`src/hdl/rmgp_pkg.sv`:
```
// shared types and constants for the resource element mask gather planner
package rmgp_pkg;

    localparam int MAX_ENTRIES  = 65536;
    localparam int MAX_PRBS     = 275;
    localparam int SC_PER_PRB   = 12;
    localparam int SLOT_SYMBOLS = 14;
    localparam int QDEPTH       = 4;
    localparam int QAW          = $clog2(QDEPTH);
    localparam int QCW          = $clog2(QDEPTH + 1);
    localparam int CFG_DW       = 14;
    localparam int CFG_AW       = 2;

    typedef enum logic [CFG_AW-1:0] {
        CFG_START_SYMBOL     = 2'd0,
        CFG_DATA_RE_MASK     = 2'd1,
        CFG_DMRS_RE_MASK     = 2'd2,
        CFG_DMRS_SYMBOL_MASK = 2'd3
    } t_cfg_reg;

    typedef struct packed {
        logic [3:0] symbol_offset;
        logic [8:0] prb;
        logic       prb_allocated;
        logic       plan_start;
        logic       symbol_start;
        logic       symbol_end;
    } t_in_item;

    typedef struct packed {
        logic        entry_valid;
        logic [11:0] subcarrier;
        logic [11:0] destination;
        logic [15:0] entry_index;
        logic [3:0]  grid_symbol;
        logic        run_end;
        logic [15:0] run_base;
        logic [11:0] run_count;
        logic        overflow;
        logic        last;
    } t_out_item;

    // classified item handed from front to back
    typedef struct packed {
        logic [11:0] mask;
        logic [11:0] base_sc;
        logic [3:0]  grid_symbol;
        logic        plan_start;
        logic        symbol_start;
        logic        symbol_end;
    } t_task;

endpackage

```
`src/hdl/rmgp_front.sv`:
```
// front end: configuration registers, input handshake and mask selection
module rmgp_front (
    input  logic                   i_clk,
    input  logic                   i_rst_n,
    input  logic                   i_cfg_we,
    input  logic [1:0]             i_cfg_addr,
    input  logic [13:0]            i_cfg_data,
    input  logic                   i_in_valid,
    output logic                   o_in_stall,
    input  rmgp_pkg::t_in_item     i_in_item,
    input  logic                   i_q_full,
    output logic                   o_q_push,
    output rmgp_pkg::t_task        o_q_task
);
    import rmgp_pkg::*;

    logic [3:0]  r_start_symbol;
    logic [11:0] r_data_re_mask;
    logic [11:0] r_dmrs_re_mask;
    logic [13:0] r_dmrs_symbol_mask;

    logic [4:0]  sym_sum;
    logic        dmrs_sym;
    logic        prb_ok;
    logic [11:0] prb_ext;

    always_ff @(posedge i_clk) begin
        if (!i_rst_n) begin
            r_start_symbol     <= '0;
            r_data_re_mask     <= 12'hFFF;
            r_dmrs_re_mask     <= '0;
            r_dmrs_symbol_mask <= '0;
        end else if (i_cfg_we) begin
            unique case (t_cfg_reg'(i_cfg_addr))
                CFG_START_SYMBOL:     r_start_symbol     <= i_cfg_data[3:0];
                CFG_DATA_RE_MASK:     r_data_re_mask     <= i_cfg_data[11:0];
                CFG_DMRS_RE_MASK:     r_dmrs_re_mask     <= i_cfg_data[11:0];
                CFG_DMRS_SYMBOL_MASK: r_dmrs_symbol_mask <= i_cfg_data;
                default: ;
            endcase
        end
    end

    always_comb begin
        sym_sum  = {1'b0, r_start_symbol} + {1'b0, i_in_item.symbol_offset};
        // symbols past the slot never carry dm-rs
        dmrs_sym = (sym_sum < 5'(SLOT_SYMBOLS)) && r_dmrs_symbol_mask[sym_sum[3:0]];
        prb_ok   = i_in_item.prb_allocated && (i_in_item.prb < 9'(MAX_PRBS));
        prb_ext  = {3'b0, i_in_item.prb};

        o_q_task.mask         = prb_ok ? (dmrs_sym ? r_dmrs_re_mask : r_data_re_mask) : '0;
        o_q_task.base_sc      = (prb_ext << 3) + (prb_ext << 2);
        o_q_task.grid_symbol  = sym_sum[3:0];
        o_q_task.plan_start   = i_in_item.plan_start;
        o_q_task.symbol_start = i_in_item.symbol_start;
        o_q_task.symbol_end   = i_in_item.symbol_end;
    end

    assign o_in_stall = i_q_full;
    assign o_q_push   = i_in_valid && !i_q_full;

endmodule

```
`src/hdl/rmgp_fifo.sv`:
```
// short task queue between front and back
module rmgp_fifo (
    input  logic              i_clk,
    input  logic              i_rst_n,
    input  logic              i_push,
    input  rmgp_pkg::t_task   i_data,
    output logic              o_full,
    input  logic              i_pop,
    output logic              o_empty,
    output rmgp_pkg::t_task   o_data
);
    import rmgp_pkg::*;

    t_task            r_mem [QDEPTH];
    logic [QAW-1:0]   r_wptr;
    logic [QAW-1:0]   r_rptr;
    logic [QCW-1:0]   r_count;
    logic             do_push;
    logic             do_pop;

    assign o_full  = (r_count == QCW'(QDEPTH));
    assign o_empty = (r_count == '0);
    assign do_push = i_push && !o_full;
    assign do_pop  = i_pop && !o_empty;
    assign o_data  = r_mem[r_rptr];

    always_ff @(posedge i_clk) begin
        if (do_push) begin
            r_mem[r_wptr] <= i_data;
        end
    end

    always_ff @(posedge i_clk) begin
        if (!i_rst_n) begin
            r_wptr  <= '0;
            r_rptr  <= '0;
            r_count <= '0;
        end else begin
            if (do_push) begin
                r_wptr <= (r_wptr == QAW'(QDEPTH - 1)) ? '0 : r_wptr + 1'b1;
            end
            if (do_pop) begin
                r_rptr <= (r_rptr == QAW'(QDEPTH - 1)) ? '0 : r_rptr + 1'b1;
            end
            if (do_push && !do_pop) begin
                r_count <= r_count + 1'b1;
            end else if (do_pop && !do_push) begin
                r_count <= r_count - 1'b1;
            end
        end
    end

endmodule

```
`src/hdl/rmgp_back.sv`:
```
// back end: walks masks one subcarrier per unstalled cycle, owns the counters
module rmgp_back (
    input  logic                 i_clk,
    input  logic                 i_rst_n,
    input  logic                 i_q_empty,
    input  rmgp_pkg::t_task      i_q_task,
    output logic                 o_q_pop,
    output logic                 o_out_valid,
    input  logic                 i_out_stall,
    output rmgp_pkg::t_out_item  o_out_item
);
    import rmgp_pkg::*;

    localparam logic [16:0] ENTRY_LIMIT = 17'(MAX_ENTRIES);

    logic        r_act;
    t_task       r_task;
    logic [16:0] r_entry_count;
    logic [11:0] r_dest_count;
    logic [16:0] r_run_start;
    logic        r_out_valid;
    t_out_item   r_out;

    t_task       n_task;
    t_out_item   n_out;
    logic [16:0] n_entry_count;
    logic [11:0] n_dest_count;
    logic [16:0] n_run_start;

    logic [16:0] ec;
    logic [16:0] rs;
    logic [11:0] dc;
    logic [11:0] lowbit;
    logic [11:0] rem;
    logic [3:0]  bit_idx;
    logic        has_bit;
    logic        full;
    logic        emit;
    logic        final_step;
    logic        out_free;
    logic        fire;
    logic        pop;

    always_comb begin
        // start-of-plan and start-of-symbol take effect on the task's first step
        ec = r_task.plan_start ? '0 : r_entry_count;
        rs = r_task.plan_start ? '0 : r_run_start;
        if (r_task.symbol_start) begin
            rs = ec;
        end
        dc = r_task.symbol_start ? '0 : r_dest_count;

        lowbit  = r_task.mask & (~r_task.mask + 12'd1);
        rem     = r_task.mask & ~lowbit;
        has_bit = |r_task.mask;
        bit_idx = '0;
        for (int k = 0; k < SC_PER_PRB; k++) begin
            if (lowbit[k]) begin
                bit_idx = bit_idx | 4'(k);
            end
        end
        full       = (ec >= ENTRY_LIMIT);
        emit       = has_bit || r_task.symbol_end;
        final_step = !has_bit || (rem == '0);

        n_entry_count = ec;
        n_dest_count  = dc;
        n_run_start   = rs;
        if (has_bit && !full) begin
            n_entry_count = ec + 17'd1;
            n_dest_count  = dc + 12'd1;
        end

        n_out             = '0;
        n_out.grid_symbol = r_task.grid_symbol;
        if (has_bit) begin
            n_out.entry_valid = !full;
            n_out.subcarrier  = r_task.base_sc + {8'b0, bit_idx};
            n_out.destination = dc;
            n_out.entry_index = full ? '0 : ec[15:0];
            n_out.overflow    = full;
        end
        if (final_step && r_task.symbol_end) begin
            n_out.run_end   = 1'b1;
            n_out.run_base  = rs[15:0];
            n_out.run_count = n_dest_count;
        end
        n_out.last = final_step;

        n_task              = r_task;
        n_task.mask         = rem;
        n_task.plan_start   = 1'b0;
        n_task.symbol_start = 1'b0;
    end

    assign out_free = !r_out_valid || !i_out_stall;
    assign fire     = r_act && (!emit || out_free);
    assign pop      = !i_q_empty && (!r_act || (fire && final_step));
    assign o_q_pop  = pop;

    always_ff @(posedge i_clk) begin
        if (!i_rst_n) begin
            r_act         <= 1'b0;
            r_entry_count <= '0;
            r_dest_count  <= '0;
            r_run_start   <= '0;
            r_out_valid   <= 1'b0;
        end else begin
            if (fire) begin
                r_entry_count <= n_entry_count;
                r_dest_count  <= n_dest_count;
                r_run_start   <= n_run_start;
            end
            if (pop) begin
                r_act <= 1'b1;
            end else if (fire && final_step) begin
                r_act <= 1'b0;
            end
            if (fire && emit) begin
                r_out_valid <= 1'b1;
            end else if (!i_out_stall) begin
                r_out_valid <= 1'b0;
            end
        end
    end

    always_ff @(posedge i_clk) begin
        if (pop) begin
            r_task <= i_q_task;
        end else if (fire) begin
            r_task <= n_task;
        end
        if (fire && emit) begin
            r_out <= n_out;
        end
    end

    assign o_out_valid = r_out_valid;
    assign o_out_item  = r_out;

endmodule

```
`src/hdl/re_mask_gather_plan.sv`:
```
// top level of the resource element mask gather planner
// Each input item is one PRB position of a symbol's ascending walk. The front end
// picks the 12-bit subcarrier mask (dm-rs or data, by the grid symbol's bit) and
// queues the classified item in a four-deep queue, so a new item is taken in any
// cycle the queue has room, even while results wait at the output. The back end
// emits one result per cycle while the output is not stalled: one per set mask
// bit, plus a lone run report when a symbol ends on an item with no entries. An
// item therefore yields at most 12 results; that single result per cycle on the
// output register is what sets the sustained rate. Configuration is written
// through a plain write port (index 0 start symbol of the hop, 1 data_re_mask,
// 2 dmrs_re_mask, 3 dmrs_symbol_mask) and should only change while idle.
module re_mask_gather_plan (
    input  logic                 i_clk,
    input  logic                 i_rst_n,
    input  logic                 i_cfg_we,
    input  logic [1:0]           i_cfg_addr,
    input  logic [13:0]          i_cfg_data,
    input  logic                 i_in_valid,
    output logic                 o_in_stall,
    input  rmgp_pkg::t_in_item   i_in_item,
    output logic                 o_out_valid,
    input  logic                 i_out_stall,
    output rmgp_pkg::t_out_item  o_out_item
);
    import rmgp_pkg::*;

    // front to queue
    logic  q_push;
    logic  q_full;
    t_task q_wdata;
    // queue to back
    logic  q_pop;
    logic  q_empty;
    t_task q_rdata;

    rmgp_front u_front (
        .i_clk      (i_clk),
        .i_rst_n    (i_rst_n),
        .i_cfg_we   (i_cfg_we),
        .i_cfg_addr (i_cfg_addr),
        .i_cfg_data (i_cfg_data),
        .i_in_valid (i_in_valid),
        .o_in_stall (o_in_stall),
        .i_in_item  (i_in_item),
        .i_q_full   (q_full),
        .o_q_push   (q_push),
        .o_q_task   (q_wdata)
    );

    // decouples mask selection from the per-subcarrier walk
    rmgp_fifo u_fifo (
        .i_clk   (i_clk),
        .i_rst_n (i_rst_n),
        .i_push  (q_push),
        .i_data  (q_wdata),
        .o_full  (q_full),
        .i_pop   (q_pop),
        .o_empty (q_empty),
        .o_data  (q_rdata)
    );

    // counters live here: entry count, destination count, run start
    rmgp_back u_back (
        .i_clk       (i_clk),
        .i_rst_n     (i_rst_n),
        .i_q_empty   (q_empty),
        .i_q_task    (q_rdata),
        .o_q_pop     (q_pop),
        .o_out_valid (o_out_valid),
        .i_out_stall (i_out_stall),
        .o_out_item  (o_out_item)
    );

endmodule

```
`config.mk`:
```
export PLATFORM = sky130hd
export DESIGN_NAME = re_mask_gather_plan
export DESIGN_NICKNAME = d
export VERILOG_FILES = /design/src/hdl/rmgp_pkg.sv /design/src/hdl/rmgp_front.sv /design/src/hdl/rmgp_fifo.sv /design/src/hdl/rmgp_back.sv /design/src/hdl/re_mask_gather_plan.sv
export SDC_FILE = /design/constraint.sdc
export NUM_CORES = 1
export LEC_CHECK = 0
export BUFFER_PORTS_ARGS = -buffer_cell sky130_fd_sc_hd__buf_2
export CORE_UTILIZATION = 50
export CTS_CLUSTER_DIAMETER = 80
export DETAILED_ROUTE_END_ITERATION = 8
export PLACE_DENSITY = 0.74
export SYNTH_ARGS = -nofsm -noshare
export SYNTH_HDL_FRONTEND = slang
export SYNTH_HIERARCHICAL = 1
export SYNTH_SLANG_ARGS = --single-unit
```
`constraint.sdc`:
```
create_clock -name i_clk -period 6.1 [get_ports i_clk]
set_clock_uncertainty 0.1 [all_clocks]
set_input_delay 1.22 -clock i_clk [delete_from_list [all_inputs] [get_ports i_clk]]
set_output_delay 1.22 -clock i_clk [all_outputs]
set_load 0.03 [all_outputs]
```
==> impl_metrics.toml, run 1 <==
[run_status]
status = "finished, final reports clean"

[sta]
worst_slew_pin_slew_ns = 0.913
fin_ws_ns = 1.89
slew-limit-headroom_pct = 39.0
setup_tns_ns = 0
fmax_mhz = 237
period_minus_slack_ns = 4.21
finalSetupViolations = 0
period_share_pct = 69.1
rsz0062_at_grt = "no"
hold_viol_final = 0
report.final.slew_viol_count = 0

[clock_network]
post_cts.repair.setup_buffers = 0
hold_buffers = 0
clockBufferDepth = 3
numCtsBuffers = 35
cts_root_buf = "clkbuf_16"
cts.sinks = 329
clk_latency_ns = 0.51
tritoncts = "done"
cts.repair.resized = 0
clk_pin_slew_worst_paths_ns = 0.06
ctsHtreeMaxLevel = 2

[yosys]
synth_edf_count = 231
synth_cells = 1191
synthArstFlopShare_pct = 0
syn-cell-area_sq_um = 14900
ys_types = 83
ys_warn_count = 6
ys_seq_elements = 329
avgSynthCellArea_sq_um = 12.5
ys.flop_type = "edfxtp_1"
synth_sequential_area_ratio_pct = 59.6

[floorplanning]
dieArea_sq_um = 30500
placementRows = 62
die_y_microns = 175
pin_count = 116
fp.dieW_microns = 175
core-area_sq_um = 29000
start_util_pct = 51.4

[placement]
post-dp-hpwl_microns = 19200
gp_congestion = 0.848
dpl_cell_area_sq_um = 15700
port_buffers = 115
numPlacedInstances = 1634
dp_worst_setup_slack_ns = 1.68

[pwr]
pwr-share-clk_pct = 28.3
p_sw_share_pct = 32.9
internal-power_uw = 5000
seqPwrFrac_pct = 43.7
netSwitchingPower_uw = 2450
peakVddDrop_uv = 193
leakage_uw = 0.00624
pwr-share-comb_pct = 28.0
powerDensity_nw_per_um2 = 442

[global_route]
grt_pass1_vias = 9245
grt_max_degree = 46
grtUsageTotal_pct = 19.3
antenna_found_initial = 2
grt_overflow_total = 0
grt_first_pass_wirelength_microns = 47500

[hold_path]
holdCritPathClass = "reg -> reg"
min_delay_path_depth = 0

[route]
post-route-drc-count = 0
routed_via_density = 5.68
num_vias = 9643
ant_nets = 0
wire_per_inst_microns = 17.2
drt-initial-drc-count = 687
routed_wirelength_microns = 29300
first_pass_iters = 5

[final_layout]
nets = 1358
areaGrowthSynthToFinish_pct = 13.0
drive_gt1_share_pct = 16.1
stdcell_count = 1699
fin_area_sq_um = 16900

[setup_path]
critical_path.max_fanout = 44
r2r_slack_ns = 1.89
cp.required_ns = 6.17
worstSetupPathType = "reg -> reg"
cp-start-kind = "flip-flop"
ff2ff_path_depth = 6
arrival_ns = 4.28
setup.worst_path.end_class = "flip-flop"

[flow_run]
maxCapViolations = 0
-- cells by family after synthesis --
kind of cell	share of synthesized area (%)
simple gates	13.8
other cells	0.0251
compound gates	9.45
buf+inv	4.12
mux	8.59
fa+ha+maj	3.04
flops	59.6
xor+xnor	1.34
-- cells in the final DEF, fill, tap and decap left out, types with 16 or more instances in the layout --
master and count:
nand3_1 40, ha_1 29, nor3_1 17, clkbuf_16 36, a22oi_1 16, buf_4 19
nor3b_1 20, a21oi_1 49, nor2_1 82, inv_1 46, nor2b_1 19, o21ai_0 23
edfxtp_1 231, nand2_1 119, a21boi_0 23, buf_2 115, mux2i_1 35, and3_1 18
mux4_1 32, and2_1 24, dfxtp_1 98
-- synthesized netlist by cell type (5+ instances only) --
| cell type | count | area, sq um |
|---|---|---|
| and2_1 | 24 | 150 |
| nand2_1 | 119 | 447 |
| or4_1 | 8 | 60.1 |
| a31oi_1 | 13 | 81.3 |
| a21oi_1 | 49 | 245 |
| nand3b_1 | 6 | 45.0 |
| nor2_1 | 82 | 308 |
| xor2_1 | 9 | 78.8 |
| mux2i_1 | 35 | 350 |
| o31ai_1 | 14 | 105 |
| xnor2_1 | 12 | 105 |
| nor4_1 | 8 | 50.1 |
| inv_1 | 47 | 176 |
| and3_1 | 18 | 113 |
| nand4_1 | 14 | 87.6 |
| o21ai_0 | 23 | 115 |
| o21a_1 | 6 | 45.0 |
| buf_1 | 7 | 26.3 |
| mux4_1 | 32 | 841 |
| a211oi_1 | 7 | 52.6 |
| nor3b_1 | 20 | 150 |
| ha_1 | 29 | 363 |
| a21boi_0 | 23 | 173 |
| edfxtp_1 | 231 | 6940 |
| o211ai_1 | 10 | 75.1 |
| buf_6 | 9 | 101 |
| clkbuf_1 | 43 | 161 |
| nand3_1 | 40 | 200 |
| a21o_1 | 6 | 45.0 |
| nor2b_1 | 19 | 119 |
| nor3_1 | 18 | 90.1 |
| buf_4 | 7 | 52.6 |
| dfxtp_1 | 98 | 1960 |
| or3_1 | 5 | 31.3 |
| a22oi_1 | 16 | 120 |
-- per-layer routing --
| layer | wire [microns] | vias to the layer above | track usage, % | share of wire [%] |
|---|---|---|---|---|
| li1 | - | 4647 | - | - |
| met5 | 13 | - | 0 | 0.044 |
| met1 | 12600 | 4636 | 25.6 | 43 |
| met3 | 1810 | 51 | 4.03 | 6.2 |
| met4 | 691 | 2 | 5.83 | 2.4 |
| met2 | 14100 | 307 | 32.1 | 48 |
-- worst max-delay path: stages, from the launching register on --
cell	delay, ns
edfxtp_1	0.49
nor4_1	0.65
nand4_1	0.34
nand2_1	0.72
o21ai_0	0.31
inv_2	0.74
buf_4	0.49
-- registers in the layout, indices dropped and copies added (netlist names), 4 cells and up, named ones only --
register                    flops
u_back/n_out                    4
u_back/n_task                  13
u_back/o_out_item              76
u_back/r_dest_count            12
u_back/r_entry_count           17
u_back/r_run_start             16
u_back/r_task                  14
u_fifo/r_mem                  124
u_front/r_data_re_mask         12
u_front/r_dmrs_re_mask         12
u_front/r_dmrs_symbol_mask     14
u_front/r_start_symbol          4
-- per-stage QoR --
| stage | total power (uW) | hold slack [ns] | util [%] |
|---|---|---|---|
| final | 7450 | 0.335 | 58.1 |
| after global routing | 7820 | 0.335 | 58.1 |
| after CTS | 7510 | 0.331 | 58.1 |
| after detailed placement | 5390 | 0.311 | 54.1 |
| after global placement | 5330 | 0.305 | 54.1 |
| after floorplan | 4860 | 0.300 | - |
-- power groups by stage --
stage	combinational, uW	sequential (uW)	clock (uW)
after CTS	2110	3250	2150
after global placement	2050	3280	0
after detailed placement	2090	3300	0
final	2090	3260	2110
after global routing	2270	3310	2240
after floorplan	1340	3510	0
-- final timing paths --
| path | start | end |
|---|---|---|
| max | u_back/r_task[28] | u_back/o_out_item[24] |
| min | u_back/n_out[32] | u_back/o_out_item[32] |
| max reg2reg | u_back/r_task[28] | u_back/o_out_item[24] |
| min reg2reg | u_back/n_out[32] | u_back/o_out_item[32] |
-- layout make-up --
| type | count | area [sq um] |
|---|---|---|
| Fill cell | 2351 | 12100 |
| Sequential cell | 329 | 8900 |
| Multi-Input combinational cell | 739 | 5430 |
| Clock buffer | 44 | 951 |
| Timing Repair Buffer | 134 | 718 |
| Tap cell | 384 | 480 |
| Clock inverter | 20 | 209 |
| Inverter | 48 | 180 |
| Antenna cell | 1 | 2.50 |
(Power assumes the default switching activity.)
==> inputs of run 2 (changes only) <==
==> constraint.sdc (replaced) <==
create_clock -name i_clk -period 4.1 [get_ports i_clk]
set_clock_uncertainty 0.1 [all_clocks]
set_input_delay 0.82 -clock i_clk [delete_from_list [all_inputs] [get_ports i_clk]]
set_output_delay 0.82 -clock i_clk [all_outputs]
set_load 0.03 [all_outputs]
==> run 2 against run 1 <==
Routed wire length up 2.3%. Largest cell class unchanged. First-iteration DRC count grew 32%. Highest routed layer is now met4. Critical endpoint is now u_back/o_out_item[73]. Clock-buffer cell count up 7. Utilization is 0.37 points higher. Non-clock buffer count is 4 higher.
==> impl_metrics.toml, run 2 (same netlist as run 1, synthesis figures left out) <==
[global_route]
grt_max_degree = 66
grt_pass1_vias = 9374
grtUsageTotal_pct = 19.9
antenna_found_initial = 2
grt_overflow_total = 0
grt_first_pass_wirelength_microns = 48600

[sta]
report.final.slew_viol_count = 0
period_share_pct = 91.9
finalSetupViolations = 0
period_minus_slack_ns = 3.77
fmax_mhz = 265
slew-limit-headroom_pct = 28.4
worst_slew_pin_slew_ns = 1.07
fin_ws_ns = 0.333
rsz0062_at_grt = "no"
hold_viol_final = 0
setup_tns_ns = 0

[final_layout]
register_area_sq_um = 8900
largest_reg_flops = 124
final_cell_mix = "edfxtp_1 (231), nand2_1 (119), buf_2 (115)"
nets = 1362
final_core_util_pct = 58.5
multi_input_area_sq_um = 5440
areaGrowthSynthToFinish_pct = 13.7
largest_register = "u_fifo/r_mem"
final_common_cell = "edfxtp_1"
drive_gt1_share_pct = 16.7
fillCellCount = 2359

[clock_network]
hold_buffers = 0
numCtsBuffers = 35
clockBufferDepth = 3
ctsHtreeMaxLevel = 2
tritoncts = "done"
cts.sinks = 329
clk_pin_slew_worst_paths_ns = 0.06
clk_latency_ns = 0.51
post_cts.repair.setup_buffers = 0
cts.repair.resized = 0
cts_root_buf = "clkbuf_16"

[setup_path]
cp-startpoint = "u_back/r_task[22]"
max_stage_delay_ns = 0.63
cp_cell_sequence = "or4_4, nor4_2, and4b_1, a21oi_1, o211ai_1, ha_1, inv_1, fa_1, nor2b_1, o21ai_0, a211oi_1, xnor2_1, nor2_1"
cp.required_ns = 4.23
r2r_start = "u_back/r_task[22]"
critical_path.max_fanout = 7
arrival_ns = 3.90
worstSetupPathType = "reg -> reg"
cp_num_buf_inv = 1
ff2ff_path_depth = 13
cpMaxStageDelayCell = "or4_4"
setup.worst_path.end_class = "flip-flop"
cp.depth = 13
path_delay_family = "simple AND/OR/NAND/NOR gates"
cp-start-kind = "flip-flop"

[route]
num_vias = 9757
ant_nets = 0
first_pass_iters = 5
routed_via_density = 5.73
wire_per_inst_microns = 17.6
routed_wirelength_microns = 29900
post-route-drc-count = 0
drt-initial-drc-count = 907

[placement]
gp_congestion = 0.855
port_buffers = 115
post-dp-hpwl_microns = 19700
dp_worst_setup_slack_ns = 0.170

[pwr]
leakage_uw = 0.00628
peakVddDrop_uv = 299
powerDensity_nw_per_um2 = 660

[floorplanning]
core-area_sq_um = 29000
fp.dieW_microns = 175
placementRows = 62
die_y_microns = 175
pin_count = 116
start_util_pct = 51.4
dieArea_sq_um = 30500

[hold_path]
min_delay_path_depth = 0
min_from = "u_back/n_out[33]"
holdCritPathClass = "reg -> reg"

[run_status]
status = "finished, final reports clean"

[flow_run]
maxCapViolations = 0
==> run 2: per-layer routing <==
metal  track usage, %  up-vias  routed length (microns)
met5                0        -                        0
met4             6.81        0                      818
met3             3.05       67                     1550
met2             33.7      321                    14400
met1             26.1     4717                    13200
li1                 -     4652                        -
==> run 2: power breakdown <==
group | internal, uW | leakage (uW) | switching (uW) | total (uW)
logic | 1110 | 0.00271 | 2070 | 3180
registers | 4460 | 0.00299 | 363 | 4830
clock network | 1960 | 0.000583 | 1240 | 3190
==> run 2: area by class of cell <==
class	instances	share of cell area (%)
antenna	2	0.0295
clock buffer	51	6.11
clock inverter	12	0.944
inverter	48	1.06
multi-input combinational	739	32.0
sequential	329	52.4
tap	384	2.83
timing repair buffer	138	4.56
==> run 2: worst reg2reg max path, stage by stage, from the launching register on <==
cell	delay (ns)
edfxtp_1	0.48
or4_4	0.63
nor4_2	0.24
and4b_1	0.29
a21oi_1	0.06
o211ai_1	0.11
ha_1	0.19
inv_1	0.05
fa_1	0.40
nor2b_1	0.18
o21ai_0	0.21
a211oi_1	0.34
xnor2_1	0.15
nor2_1	0.05
==> run 2: metrics by stage <==
| step | std cells | total power, uW | area (sq um) | hold slack [ns] |
|---|---|---|---|---|
| final | 1703 | 11200 | 17000 | 0.321 |
| after global routing | 1701 | 11800 | 17000 | 0.322 |
| after CTS | 1701 | 11300 | 17000 | 0.320 |
| after detailed placement | 1638 | 8080 | 15800 | 0.305 |
| after global placement | 1638 | 7990 | 15800 | 0.307 |
| after floorplan | 1192 | 7230 | 14900 | 0.300 |
==> run 2: path summary, 6_finish.rpt <==
| kind | end | slack (ns) |
|---|---|---|
| max | u_back/o_out_item[73] | 0.33 |
| min | u_back/o_out_item[33] | 0.32 |
| max reg2reg | u_back/o_out_item[73] | 0.33 |
| min reg2reg | u_back/o_out_item[33] | 0.32 |
==> inputs of run 3 (changes only) <==
==> constraint.sdc (replaced) <==
create_clock -name i_clk -period 3.5 [get_ports i_clk]
set_clock_uncertainty 0.1 [all_clocks]
set_input_delay 0.7 -clock i_clk [delete_from_list [all_inputs] [get_ports i_clk]]
set_output_delay 0.7 -clock i_clk [all_outputs]
set_load 0.03 [all_outputs]
==> run 3 against run 2 <==
Register-to-register slack worse by 0.20 ns. Hold slack lost 0.021 ns. Clock power up 16%. Non-clock buffer count increased by 19. Global-route usage increased by 0.094 points. Final area up 0.77%. Cell count up 1.1%. Die area unchanged. Maximum frequency up 12%. Setup slack worse by 0.20 ns. Critical endpoint is now u_back/o_out_item[71]. Largest cell class unchanged. Highest routed layer unchanged.
==> impl_metrics.toml, run 3 (same netlist as run 1, synthesis figures left out) <==
[final_layout]
fin_area_sq_um = 17100
largest_register = "u_fifo/r_mem"
final_common_cell = "edfxtp_1"
antenna_cells = 0
drive_gt1_share_pct = 18.2
final_core_util_pct = 59.0
largest_reg_flops = 124
nets = 1381
final_cell_mix = "edfxtp_1 (231), nand2_1 (119), buf_2 (115)"
areaGrowthSynthToFinish_pct = 14.6
fillCellCount = 2307

[clock_network]
cts.sinks = 329
clk_pin_slew_worst_paths_ns = 0.06
cts_root_buf = "clkbuf_16"
clk_latency_ns = 0.52
ctsHtreeMaxLevel = 2
numCtsBuffers = 35
clockBufferDepth = 3
tritoncts = "done"
hold_buffers = 0

[route]
first_pass_iters = 5
ant_nets = 0
num_vias = 9936
drt-initial-drc-count = 762
wire_per_inst_microns = 17.8
routed_via_density = 5.77
routed_wirelength_microns = 30600
post-route-drc-count = 0

[setup_path]
cp_cell_sequence = "or4_4, nor4_4, and4b_1, a21oi_1, o211ai_1, ha_1, inv_1, fa_1, nor2b_2, o21ai_2, a211oi_2, xnor2_1, nor2_1"
setup.worst_path.end_class = "flip-flop"
critical_path.max_fanout = 5
worstSetupPathType = "reg -> reg"
cp-start-kind = "flip-flop"
cpMaxStageDelayCell = "or4_4"
cp.required_ns = 3.66
arrival_ns = 3.53
max_stage_delay_ns = 0.58

[pwr]
power_uw = 13300
powerDensity_nw_per_um2 = 777
peakVddDrop_uv = 479
leakage_uw = 0.00635

[placement]
gp_congestion = 0.885
port_buffers = 115
dpl_cell_area_sq_um = 15900
post-dp-hpwl_microns = 19800

[sta]
report.final.slew_viol_count = 0
period_minus_slack_ns = 3.37
period_share_pct = 96.2
finalSetupViolations = 0
slew-limit-headroom_pct = 43.4
hold_viol_final = 0
worst_slew_pin_slew_ns = 0.848
fmax_mhz = 297

[global_route]
antenna_found_initial = 0
grt_overflow_total = 0
grt_first_pass_wirelength_microns = 49200
grt_max_degree = 72
grt_pass1_vias = 9644
grtUsageTotal_pct = 20.0

[floorplanning]
die_y_microns = 175
fp.dieW_microns = 175
start_util_pct = 51.4
core-area_sq_um = 29000
placementRows = 62
pin_count = 116
dieArea_sq_um = 30500

[flow_run]
maxCapViolations = 0

[run_status]
status = "finished, final reports clean"

[hold_path]
holdCritPathClass = "in -> reg"
run 3: through the flow:
stage,hold slack [ns],cells,setup slack (ns),setup TNS (ns)
2_1_floorplan,0.300,1192,-0.237,-0.420
3_3_place_gp,0.308,1656,0.0655,0
3_5_place_dp,0.305,1656,-0.0739,-0.139
4_1_cts,0.284,1720,0.000862,0
5_1_grt,0.285,1721,-0.0578,-0.0883
6_report,0.300,1721,0.134,0
run 3: cell type report:
type | count | area (sq um) | share of cell area, %
Clock buffer | 46 | 948 | 5.54
Clock inverter | 18 | 214 | 1.25
Inverter | 48 | 184 | 1.08
Multi-Input combinational cell | 739 | 5480 | 32.0
Sequential cell | 329 | 8900 | 52.0
Tap cell | 384 | 480 | 2.81
Timing Repair Buffer | 157 | 903 | 5.28
run 3: what timing repair did:
action,4_1_cts,5_1_grt
resized for setup,1,10
pin swaps,0,1
buffers inserted,0,1
endpoints found under the setup margin,2,6
run 3: layer usage:
layer	vias up	GRT usage, %	routed length [microns]
met4	0	7.61	826
li1	4688	-	-
met3	62	3.42	1810
met2	362	33.7	14900
met5	-	0	0
met1	4824	25.8	13100
run 3: critical path, delay by kind of cell, from the launching register on:
kind,cells,cell delay (ns)
AND/OR/NAND/NOR,5,1.26
adder cells (fa/ha/maj),2,0.60
AO/OA/AOI/OAI,4,0.55
flip-flops,1,0.40
XOR/XNOR,1,0.16
buffers and inverters,1,0.06
run 3: final timing paths:
kind / endpoint / startpoint / cells after the start / slack (ns)
max: u_back/o_out_item[71] / u_back/r_task[22] / 13 / 0.13
min: u_fifo/r_mem[1][0] / i_in_item[0] / 1 / 0.30
max reg2reg: u_back/o_out_item[71] / u_back/r_task[22] / 13 / 0.13
min reg2reg: u_back/o_out_item[31] / u_back/n_out[31] / 0 / 0.34
run 3: power breakdown:
part	switching [uW]	total, uW	internal, uW
Sequential	414	5640	5220
Combinational	2530	3930	1400
Clock	1490	3710	2220
